**config.mk**
```make
export PLATFORM = sky130hd
export DESIGN_NAME = fca_ctrl
export DESIGN_NICKNAME = d
export VERILOG_FILES = /design/src/sv/fca_pkg.sv /design/src/sv/fca_ctrl.sv
export SDC_FILE = /design/constraint.sdc
export NUM_CORES = 1
export LEC_CHECK = 0
export BUFFER_PORTS_ARGS = -buffer_cell sky130_fd_sc_hd__buf_2
export CORE_UTILIZATION = 35
export CTS_CLUSTER_DIAMETER = 120
export DETAILED_ROUTE_END_ITERATION = 10
export PLACE_DENSITY = 0.61
export SYNTH_ARGS = -nofsm -noshare
export SYNTH_HDL_FRONTEND = slang
export SYNTH_SLANG_ARGS = --single-unit
```
**constraint.sdc**
```tcl
create_clock -name clk_i -period 5.7 [get_ports clk_i]
set_clock_uncertainty 0.2 [all_clocks]
set_input_delay 0.285 -clock clk_i [delete_from_list [all_inputs] [get_ports clk_i]]
set_output_delay 0.285 -clock clk_i [all_outputs]
set_load 0.02 [all_outputs]
```
**src/sv/fca_pkg.sv**
```systemverilog
`timescale 1ns / 1ps
// ----------------------------------------------------------------------------
// fca_pkg
// Shared types, constants and helpers for the FAT16 chain analyser.
// ----------------------------------------------------------------------------
package fca_pkg;

  localparam int TABLE_ENTRIES = 256;
  localparam int IDX_W         = $clog2(TABLE_ENTRIES);
  localparam int CNT_W         = IDX_W + 1;

  // Request opcodes
  localparam logic [1:0] OP_WRITE   = 2'd0;
  localparam logic [1:0] OP_ANALYZE = 2'd1;
  localparam logic [1:0] OP_NEXT    = 2'd2;

  // Entry values
  localparam logic [15:0] V_FREE     = 16'h0000;
  localparam logic [15:0] V_BAD      = 16'hFFF7;
  localparam logic [15:0] V_EOC_MIN  = 16'hFFF8;
  localparam logic [15:0] V_LINK_MIN = 16'h0002;
  localparam logic [15:0] V_LINK_MAX = 16'hFFEF;
  localparam logic [15:0] V_CLEAN    = 16'hFFFF;
  localparam logic [15:0] V_DIRTY    = 16'hFF7F;

  localparam logic [15:0] LIMIT_RST  = 16'd1000;

  // Volume state codes
  localparam logic [1:0] VOL_CLEAN = 2'd0;
  localparam logic [1:0] VOL_DIRTY = 2'd1;
  localparam logic [1:0] VOL_OTHER = 2'd2;

  // Chain end codes
  localparam logic [1:0] END_EOC   = 2'd0;
  localparam logic [1:0] END_BAD   = 2'd1;
  localparam logic [1:0] END_LIMIT = 2'd2;

  typedef struct packed {
    logic [1:0]  opcode;
    logic [7:0]  entry_index;
    logic [15:0] entry_value;
  } fca_req_t;

  typedef struct packed {
    logic [7:0]  free_count;
    logic [7:0]  used_count;
    logic [7:0]  bad_count;
    logic [7:0]  end_marker_count;
    logic [7:0]  media_byte;
    logic [1:0]  volume_state;
    logic        chain_found;
    logic [7:0]  chain_start;
    logic [15:0] chain_length;
    logic [1:0]  chain_end_kind;
    logic [7:0]  chain_number;
  } fca_res_t;

  // Table memory port
  typedef struct packed {
    logic             we;
    logic [IDX_W-1:0] waddr;
    logic [15:0]      wdata;
    logic [IDX_W-1:0] raddr;
  } tbl_req_t;

  // Pointed-to map port
  typedef struct packed {
    logic             we;
    logic [IDX_W-1:0] waddr;
    logic             wdata;
    logic [IDX_W-1:0] raddr;
  } map_req_t;

  function automatic logic [7:0] sat_inc8(input logic [7:0] c);
    sat_inc8 = (c == 8'hFF) ? c : c + 8'd1;
  endfunction

  function automatic logic is_link(input logic [15:0] v);
    is_link = (v >= V_LINK_MIN) && (v <= V_LINK_MAX) &&
              ({1'b0, v} < 17'(TABLE_ENTRIES));
  endfunction

endpackage

```
**src/sv/fca_ctrl.sv**
```systemverilog
`timescale 1ns / 1ps
// ----------------------------------------------------------------------------
// fca_ctrl
// Sequencer: map clear after reset, analyse passes, scan and chain walk.
// ----------------------------------------------------------------------------
module fca_ctrl (
  input  logic              clk_i,
  input  logic              rst_ni,
  input  logic              start_i,
  output logic              busy_o,
  input  fca_pkg::fca_req_t req_i,
  input  logic [15:0]       limit_i,
  output logic              done_o,
  output fca_pkg::fca_res_t res_o,
  output fca_pkg::tbl_req_t tbl_o,
  input  logic [15:0]       tbl_rdata_i,
  output fca_pkg::map_req_t map_o,
  input  logic              map_rdata_i
);

  typedef enum logic [6:0] {
    S_CLR  = 7'b0000001,
    S_IDLE = 7'b0000010,
    S_ACNT = 7'b0000100,
    S_AMAP = 7'b0001000,
    S_AFIN = 7'b0010000,
    S_SCAN = 7'b0100000,
    S_WALK = 7'b1000000
  } state_e;

  typedef enum logic [1:0] {
    PH_CNT  = 2'd0,
    PH_MAP  = 2'd1,
    PH_SCAN = 2'd2
  } phase_e;

  localparam logic [fca_pkg::IDX_W-1:0] IDX_LAST = '1;
  localparam logic [fca_pkg::CNT_W-1:0] CUR_END  = fca_pkg::CNT_W'(fca_pkg::TABLE_ENTRIES);
  localparam logic [fca_pkg::CNT_W-1:0] CUR_BASE = fca_pkg::CNT_W'(2);

  state_e                       state_q, state_d;
  logic [fca_pkg::CNT_W-1:0]    cnt_q, cnt_d;
  logic                         rd_vld_q, rd_vld_d;
  phase_e                       rd_ph_q, rd_ph_d;
  logic [fca_pkg::IDX_W-1:0]    rd_idx_q;
  logic [7:0]                   fr_q, fr_d, us_q, us_d, bd_q, bd_d, eo_q, eo_d;
  logic [7:0]                   media_q, media_d;
  logic [1:0]                   vol_q, vol_d;
  logic [fca_pkg::CNT_W-1:0]    cursor_q, cursor_d;
  logic [7:0]                   chains_q, chains_d;
  logic [fca_pkg::IDX_W-1:0]    start_q, start_d;
  logic [15:0]                  len_q, len_d;
  logic                         done_q, done_d;
  fca_pkg::fca_res_t            res_q, res_d;
  logic                         accept;
  logic                         hit;
  logic [1:0]                   end_kind;
  logic                         walk_done;

  assign accept = start_i && (state_q == S_IDLE);
  assign hit    = rd_vld_q && (rd_ph_q == PH_SCAN) && (tbl_rdata_i != fca_pkg::V_FREE) &&
                  (tbl_rdata_i != fca_pkg::V_BAD) && !map_rdata_i;

  always_comb begin
    state_d  = state_q;
    cnt_d    = cnt_q;
    rd_vld_d = 1'b0;
    rd_ph_d  = rd_ph_q;
    fr_d     = fr_q;
    us_d     = us_q;
    bd_d     = bd_q;
    eo_d     = eo_q;
    media_d  = media_q;
    vol_d    = vol_q;
    cursor_d = cursor_q;
    chains_d = chains_q;
    start_d  = start_q;
    len_d    = len_q;
    done_d   = 1'b0;
    res_d    = res_q;
    end_kind = fca_pkg::END_LIMIT;
    walk_done = 1'b0;

    tbl_o.we    = 1'b0;
    tbl_o.waddr = req_i.entry_index;
    tbl_o.wdata = req_i.entry_value;
    tbl_o.raddr = cnt_q[fca_pkg::IDX_W-1:0];
    map_o.we    = 1'b0;
    map_o.waddr = cnt_q[fca_pkg::IDX_W-1:0];
    map_o.wdata = 1'b0;
    map_o.raddr = cnt_q[fca_pkg::IDX_W-1:0];

    unique case (state_q)
      S_CLR: begin
        map_o.we = 1'b1;
        cnt_d    = cnt_q + 1'b1;
        if (cnt_q[fca_pkg::IDX_W-1:0] == IDX_LAST) begin
          state_d = S_IDLE;
        end
      end
      S_IDLE: begin
        if (accept) begin
          unique case (req_i.opcode)
            fca_pkg::OP_WRITE: begin
              tbl_o.we = 1'b1;
              done_d   = 1'b1;
              res_d    = '0;
            end
            fca_pkg::OP_ANALYZE: begin
              cnt_d   = '0;
              fr_d    = '0;
              us_d    = '0;
              bd_d    = '0;
              eo_d    = '0;
              state_d = S_ACNT;
            end
            fca_pkg::OP_NEXT: begin
              cnt_d   = cursor_q;
              state_d = S_SCAN;
            end
            default: begin
              done_d = 1'b1;
              res_d  = '0;
            end
          endcase
        end
      end
      S_ACNT: begin
        // read every entry, clear its map bit on the way
        rd_vld_d = 1'b1;
        rd_ph_d  = PH_CNT;
        map_o.we = 1'b1;
        if (cnt_q[fca_pkg::IDX_W-1:0] == IDX_LAST) begin
          cnt_d   = CUR_BASE;
          state_d = S_AMAP;
        end else begin
          cnt_d = cnt_q + 1'b1;
        end
      end
      S_AMAP: begin
        rd_vld_d = 1'b1;
        rd_ph_d  = PH_MAP;
        if (cnt_q[fca_pkg::IDX_W-1:0] == IDX_LAST) begin
          state_d = S_AFIN;
        end else begin
          cnt_d = cnt_q + 1'b1;
        end
      end
      S_AFIN: begin
        res_d                  = '0;
        res_d.free_count       = fr_q;
        res_d.used_count       = us_q;
        res_d.bad_count        = bd_q;
        res_d.end_marker_count = eo_q;
        res_d.media_byte       = media_q;
        res_d.volume_state     = vol_q;
        done_d                 = 1'b1;
        cursor_d               = (us_q == 8'd0) ? CUR_END : CUR_BASE;
        chains_d               = '0;
        state_d                = S_IDLE;
      end
      S_SCAN: begin
        if (hit) begin
          // re-read the start entry for the walk
          tbl_o.raddr = rd_idx_q;
          start_d     = rd_idx_q;
          cursor_d    = {1'b0, rd_idx_q} + 1'b1;
          len_d       = 16'd1;
          state_d     = S_WALK;
        end else if (cnt_q[fca_pkg::CNT_W-1]) begin
          if (!rd_vld_q) begin
            done_d   = 1'b1;
            res_d    = '0;
            cursor_d = CUR_END;
            state_d  = S_IDLE;
          end
        end else begin
          rd_vld_d = 1'b1;
          rd_ph_d  = PH_SCAN;
          cnt_d    = cnt_q + 1'b1;
        end
      end
      S_WALK: begin
        if (len_q >= limit_i) begin
          walk_done = 1'b1;
          end_kind  = fca_pkg::END_LIMIT;
        end else if (tbl_rdata_i >= fca_pkg::V_EOC_MIN) begin
          walk_done = 1'b1;
          end_kind  = fca_pkg::END_EOC;
        end else if (fca_pkg::is_link(tbl_rdata_i)) begin
          tbl_o.raddr = tbl_rdata_i[fca_pkg::IDX_W-1:0];
          len_d       = len_q + 16'd1;
        end else begin
          walk_done = 1'b1;
          end_kind  = fca_pkg::END_BAD;
        end
        if (walk_done) begin
          chains_d             = fca_pkg::sat_inc8(chains_q);
          res_d                = '0;
          res_d.chain_found    = 1'b1;
          res_d.chain_start    = 8'(start_q);
          res_d.chain_length   = len_q;
          res_d.chain_end_kind = end_kind;
          res_d.chain_number   = fca_pkg::sat_inc8(chains_q);
          done_d               = 1'b1;
          state_d              = S_IDLE;
        end
      end
      default: begin
        state_d = S_IDLE;
      end
    endcase

    // read-data stage of the analyse passes
    if (rd_vld_q && (rd_ph_q == PH_CNT)) begin
      if (rd_idx_q == fca_pkg::IDX_W'(0)) begin
        media_d = tbl_rdata_i[7:0];
      end else if (rd_idx_q == fca_pkg::IDX_W'(1)) begin
        if (tbl_rdata_i == fca_pkg::V_CLEAN) begin
          vol_d = fca_pkg::VOL_CLEAN;
        end else if (tbl_rdata_i == fca_pkg::V_DIRTY) begin
          vol_d = fca_pkg::VOL_DIRTY;
        end else begin
          vol_d = fca_pkg::VOL_OTHER;
        end
      end else if (tbl_rdata_i == fca_pkg::V_FREE) begin
        fr_d = fca_pkg::sat_inc8(fr_q);
      end else if (tbl_rdata_i == fca_pkg::V_BAD) begin
        bd_d = fca_pkg::sat_inc8(bd_q);
      end else if (tbl_rdata_i >= fca_pkg::V_EOC_MIN) begin
        eo_d = fca_pkg::sat_inc8(eo_q);
        us_d = fca_pkg::sat_inc8(us_q);
      end else if ((tbl_rdata_i >= fca_pkg::V_LINK_MIN) &&
                   (tbl_rdata_i <= fca_pkg::V_LINK_MAX)) begin
        us_d = fca_pkg::sat_inc8(us_q);
      end
    end
    if (rd_vld_q && (rd_ph_q == PH_MAP) && fca_pkg::is_link(tbl_rdata_i)) begin
      map_o.we    = 1'b1;
      map_o.waddr = tbl_rdata_i[fca_pkg::IDX_W-1:0];
      map_o.wdata = 1'b1;
    end
  end

  always_ff @(posedge clk_i or negedge rst_ni) begin
    if (!rst_ni) begin
      state_q  <= S_CLR;
      cnt_q    <= '0;
      rd_vld_q <= 1'b0;
      rd_ph_q  <= PH_CNT;
      cursor_q <= CUR_BASE;
      chains_q <= '0;
      done_q   <= 1'b0;
    end else begin
      state_q  <= state_d;
      cnt_q    <= cnt_d;
      rd_vld_q <= rd_vld_d;
      rd_ph_q  <= rd_ph_d;
      cursor_q <= cursor_d;
      chains_q <= chains_d;
      done_q   <= done_d;
    end
  end

  always_ff @(posedge clk_i) begin
    rd_idx_q <= cnt_q[fca_pkg::IDX_W-1:0];
    fr_q     <= fr_d;
    us_q     <= us_d;
    bd_q     <= bd_d;
    eo_q     <= eo_d;
    media_q  <= media_d;
    vol_q    <= vol_d;
    start_q  <= start_d;
    len_q    <= len_d;
    res_q    <= res_d;
  end

  assign busy_o = (state_q != S_IDLE);
  assign done_o = done_q;
  assign res_o  = res_q;

  a_done_idle: assert property (@(posedge clk_i) disable iff (!rst_ni)
    done_q |-> (state_q == S_IDLE))
    else $error("result strobe outside idle");

  a_analyze_busy: assert property (@(posedge clk_i) disable iff (!rst_ni)
    (accept && (req_i.opcode == fca_pkg::OP_ANALYZE)) |=> busy_o)
    else $error("analyse request did not start a pass");

  a_scan_no_map_wr: assert property (@(posedge clk_i) disable iff (!rst_ni)
    ((state_q == S_SCAN) || (state_q == S_WALK)) |-> !map_o.we)
    else $error("map written during scan or walk");

  a_len_limit: assert property (@(posedge clk_i) disable iff (!rst_ni)
    (state_q == S_WALK) |-> ((len_q <= limit_i) || (len_q == 16'd1)))
    else $error("chain walk ran past the length limit");

endmodule

```
==> metrics.cfg <==
[outcome]
status = finished clean

[clock_tree]
htree_levels = 4
cts_buffers = 17
root_buffer = clkbuf_16
insertion_delay_ns = 0.43
cts_tree = done
clk_path_buf_depth = 2
cts.clk_slew.worst_paths_ns = 0.07
cts.sink_count = 188
cts_resized = 0
postCtsSetupBuffers = 0
hold_buffers = 6

[synthesis]
syn-num-nets = 991
synth_seq_cells = 188
async_reset_ff_frac = 0.197
yosysWarningCount = 0
synth.most_common_cell = edfxtp_1
syn-cell-area_sq_um = 9890
ys_top_cells_by_count = 135 x edfxtp_1, 76 x and2_1, 72 x nor2_1
synth_top_area_cell = edfxtp_1
syn_inst = 897
ys.flop_type = edfxtp_1
synth_top_area_frac = 0.410
synth-seq-area-share = 0.536
ys_types = 82
syn_avg_cell_area_sq_um = 11.0
synthTopCellsByArea = edfxtp_1 41%, dfrtp_1 8.9%, and2_1 4.8%, ha_1 4.0%, dfxtp_1 3.2%
synth_edf_count = 135

[min_path]
hold_path_class = input port to flop

[global_route]
antenna_found_initial = 0
grt_pass1_wl_mm = 37.6
grt_max_degree = 42
grt_usage = 0.168
overflow = 0
grt_pass1_vias = 6793

[power]
leakage_nw = 4.26
clock_power_share = 0.412
comb_power_share = 0.035
p_total_mw = 2.72
p_sw_uw = 638
power_frac_seq = 0.552
p_int_mw = 2.09
vdd.ir_drop.worst_mv = 0.192
p_sw_frac = 0.234
power_density_nw_per_um2 = 240

[detailed_routing]
vias_per_cell = 5.08
wl_mm = 24.0
vias = 7099
initialDrtViolationCount = 523
drc = 0
first_pass_iters = 8
drt.antenna.violating_nets = 0
wl_per_cell_um = 17.2

[flow_run]
maxCapViolations = 0

[setup_path]
path_buf_inv = 1
slowest_stage = a2111o_1
critPathLaunchType = flop
slowest_delay_ns = 0.45
path_delay_family = compound AO/OA/AOI/OAI gates
critPathMostFrequentCell = a21o_2
cp.required_ns = 5.22
crit_type = flop to output port
cp_max_fo = 9
worstPathCellList = ha_1, a21o_2, a21o_2, a2111o_1, a211oi_4, a21oi_2, a221o_1, buf_2
cp-end-kind = output port
cp.arrival_ns = 3.31

[timing]
finalSetupViolCount = 0
rsz0062_at_grt = false
drv_slew = 0
tightest_slew_ns = 0.902
fin_crit_sh = 0.666
maxSlewHeadroom = 0.399
hold_slack_ns = 0.0297
fmax_mhz = 263
period_minus_slack_ns = 3.80
tns_ns = 0
timing.final.hold_violations = 0

[final_layout]
num_antenna_cells = 0
drive_gt1_frac = 0.229
final_nets = 1100
syn_to_final_growth_pct = 14.7
fillCellCount = 2700

[die]
die_y_um = 170
initial_utilization = 0.356
rows = 61
core_sq_um = 27800
io_pins = 192
dieArea_sq_um = 28900
dieWidth_um = 170

[placement]
numPortBuffers = 143
place_congestion = 0.842
place_hpwl_mm = 17.7

## routing by layer
metal,vias to the layer above,track usage,wire (um)
met4,0,0.0497,397
met2,214,0.271,11300
met1,3407,0.228,11000
li1,3459,-,-
met3,19,0.0351,1380
met5,-,0,0
## logic make-up (layout without fill, tap and decap cells)
logic type	count (synthesis)	in the layout	synth area share
AND/OR/NAND/NOR	359	359	0.202
flip-flops	188	188	0.536
AO/OA/AOI/OAI	165	165	0.120
buffers and inverters	110	232	0.0595
adder cells (fa/ha/maj)	32	32	0.0405
XOR/XNOR	29	29	0.0257
multiplexers	14	14	0.0154
## power groups by stage
stage | clock [mW] | combinational [mW] | sequential [mW]
after global routing | 1.20 | 0.114 | 1.51
after global placement | 0 | 0.0898 | 1.53
after floorplan | 0 | 0.0772 | 1.53
final | 1.12 | 0.0961 | 1.51
after detailed placement | 0 | 0.0930 | 1.53
after CTS | 1.15 | 0.0966 | 1.50
## per-stage QoR
step / instance area, sq um / worst slack (ns) / instances / util
5_1_grt: 11300 / 1.76 / 1397 / 0.408
2_1_floorplan: 9890 / 1.23 / 897 / -
4_1_cts: 11300 / 1.93 / 1396 / 0.408
3_3_place_gp: 10700 / 2.20 / 1358 / 0.386
3_5_place_dp: 10700 / 2.08 / 1358 / 0.386
6_report: 11300 / 1.90 / 1397 / 0.408
## sequential cells by signal (all words and copies together), names as in the netlist, 9 cells and up
name / cells
cnt_q: 9
len_q: 16
res_o: 77
cursor_q: 9
## cells in the final DEF (no fill, tap or decap), types with 19 or more instances in the layout
master / instances
nor2_1: 72
and3_1: 19
and2_1: 76
dfrtp_1: 35
buf_2: 143
xor2_1: 20
edfxtp_1: 135
a21oi_1: 24
ha_1: 32
inv_1: 42
o21ai_0: 38
nand3_1: 43
nand2_1: 51
## layout make-up
cell class | instances | area [sq um] | area share
tap | 378 | 473 | 0.0417
sequential | 188 | 5300 | 0.468
inverter | 42 | 158 | 0.0139
clock inverter | 13 | 110 | 0.00971
timing repair buffer | 158 | 846 | 0.0746
clock buffer | 19 | 433 | 0.0382
multi-input combinational | 599 | 4010 | 0.354
## worst paths after layout
check,start,depth (start not counted),slack (ns),to
max in group asynchronous,rst_ni,2,4.41,chains_q[5]$_DFFE_PN0P_
min,tbl_rdata_i[1],1,0.03,media_q[1]$_DFFE_PP_
min reg2reg,cursor_q[1]$_DFFE_PN1P_,2,0.28,cursor_q[1]$_DFFE_PN1P_
max reg2reg,len_q[13]$_SDFFCE_PN0P_,7,2.15,res_o[9]$_DFFE_PP_
max,len_q[13]$_SDFFCE_PN0P_,8,1.90,tbl_o[4]
min in group asynchronous,rst_ni,2,0.31,cnt_q[1]$_DFFE_PN0P_
(Power assumes the default switching activity.)
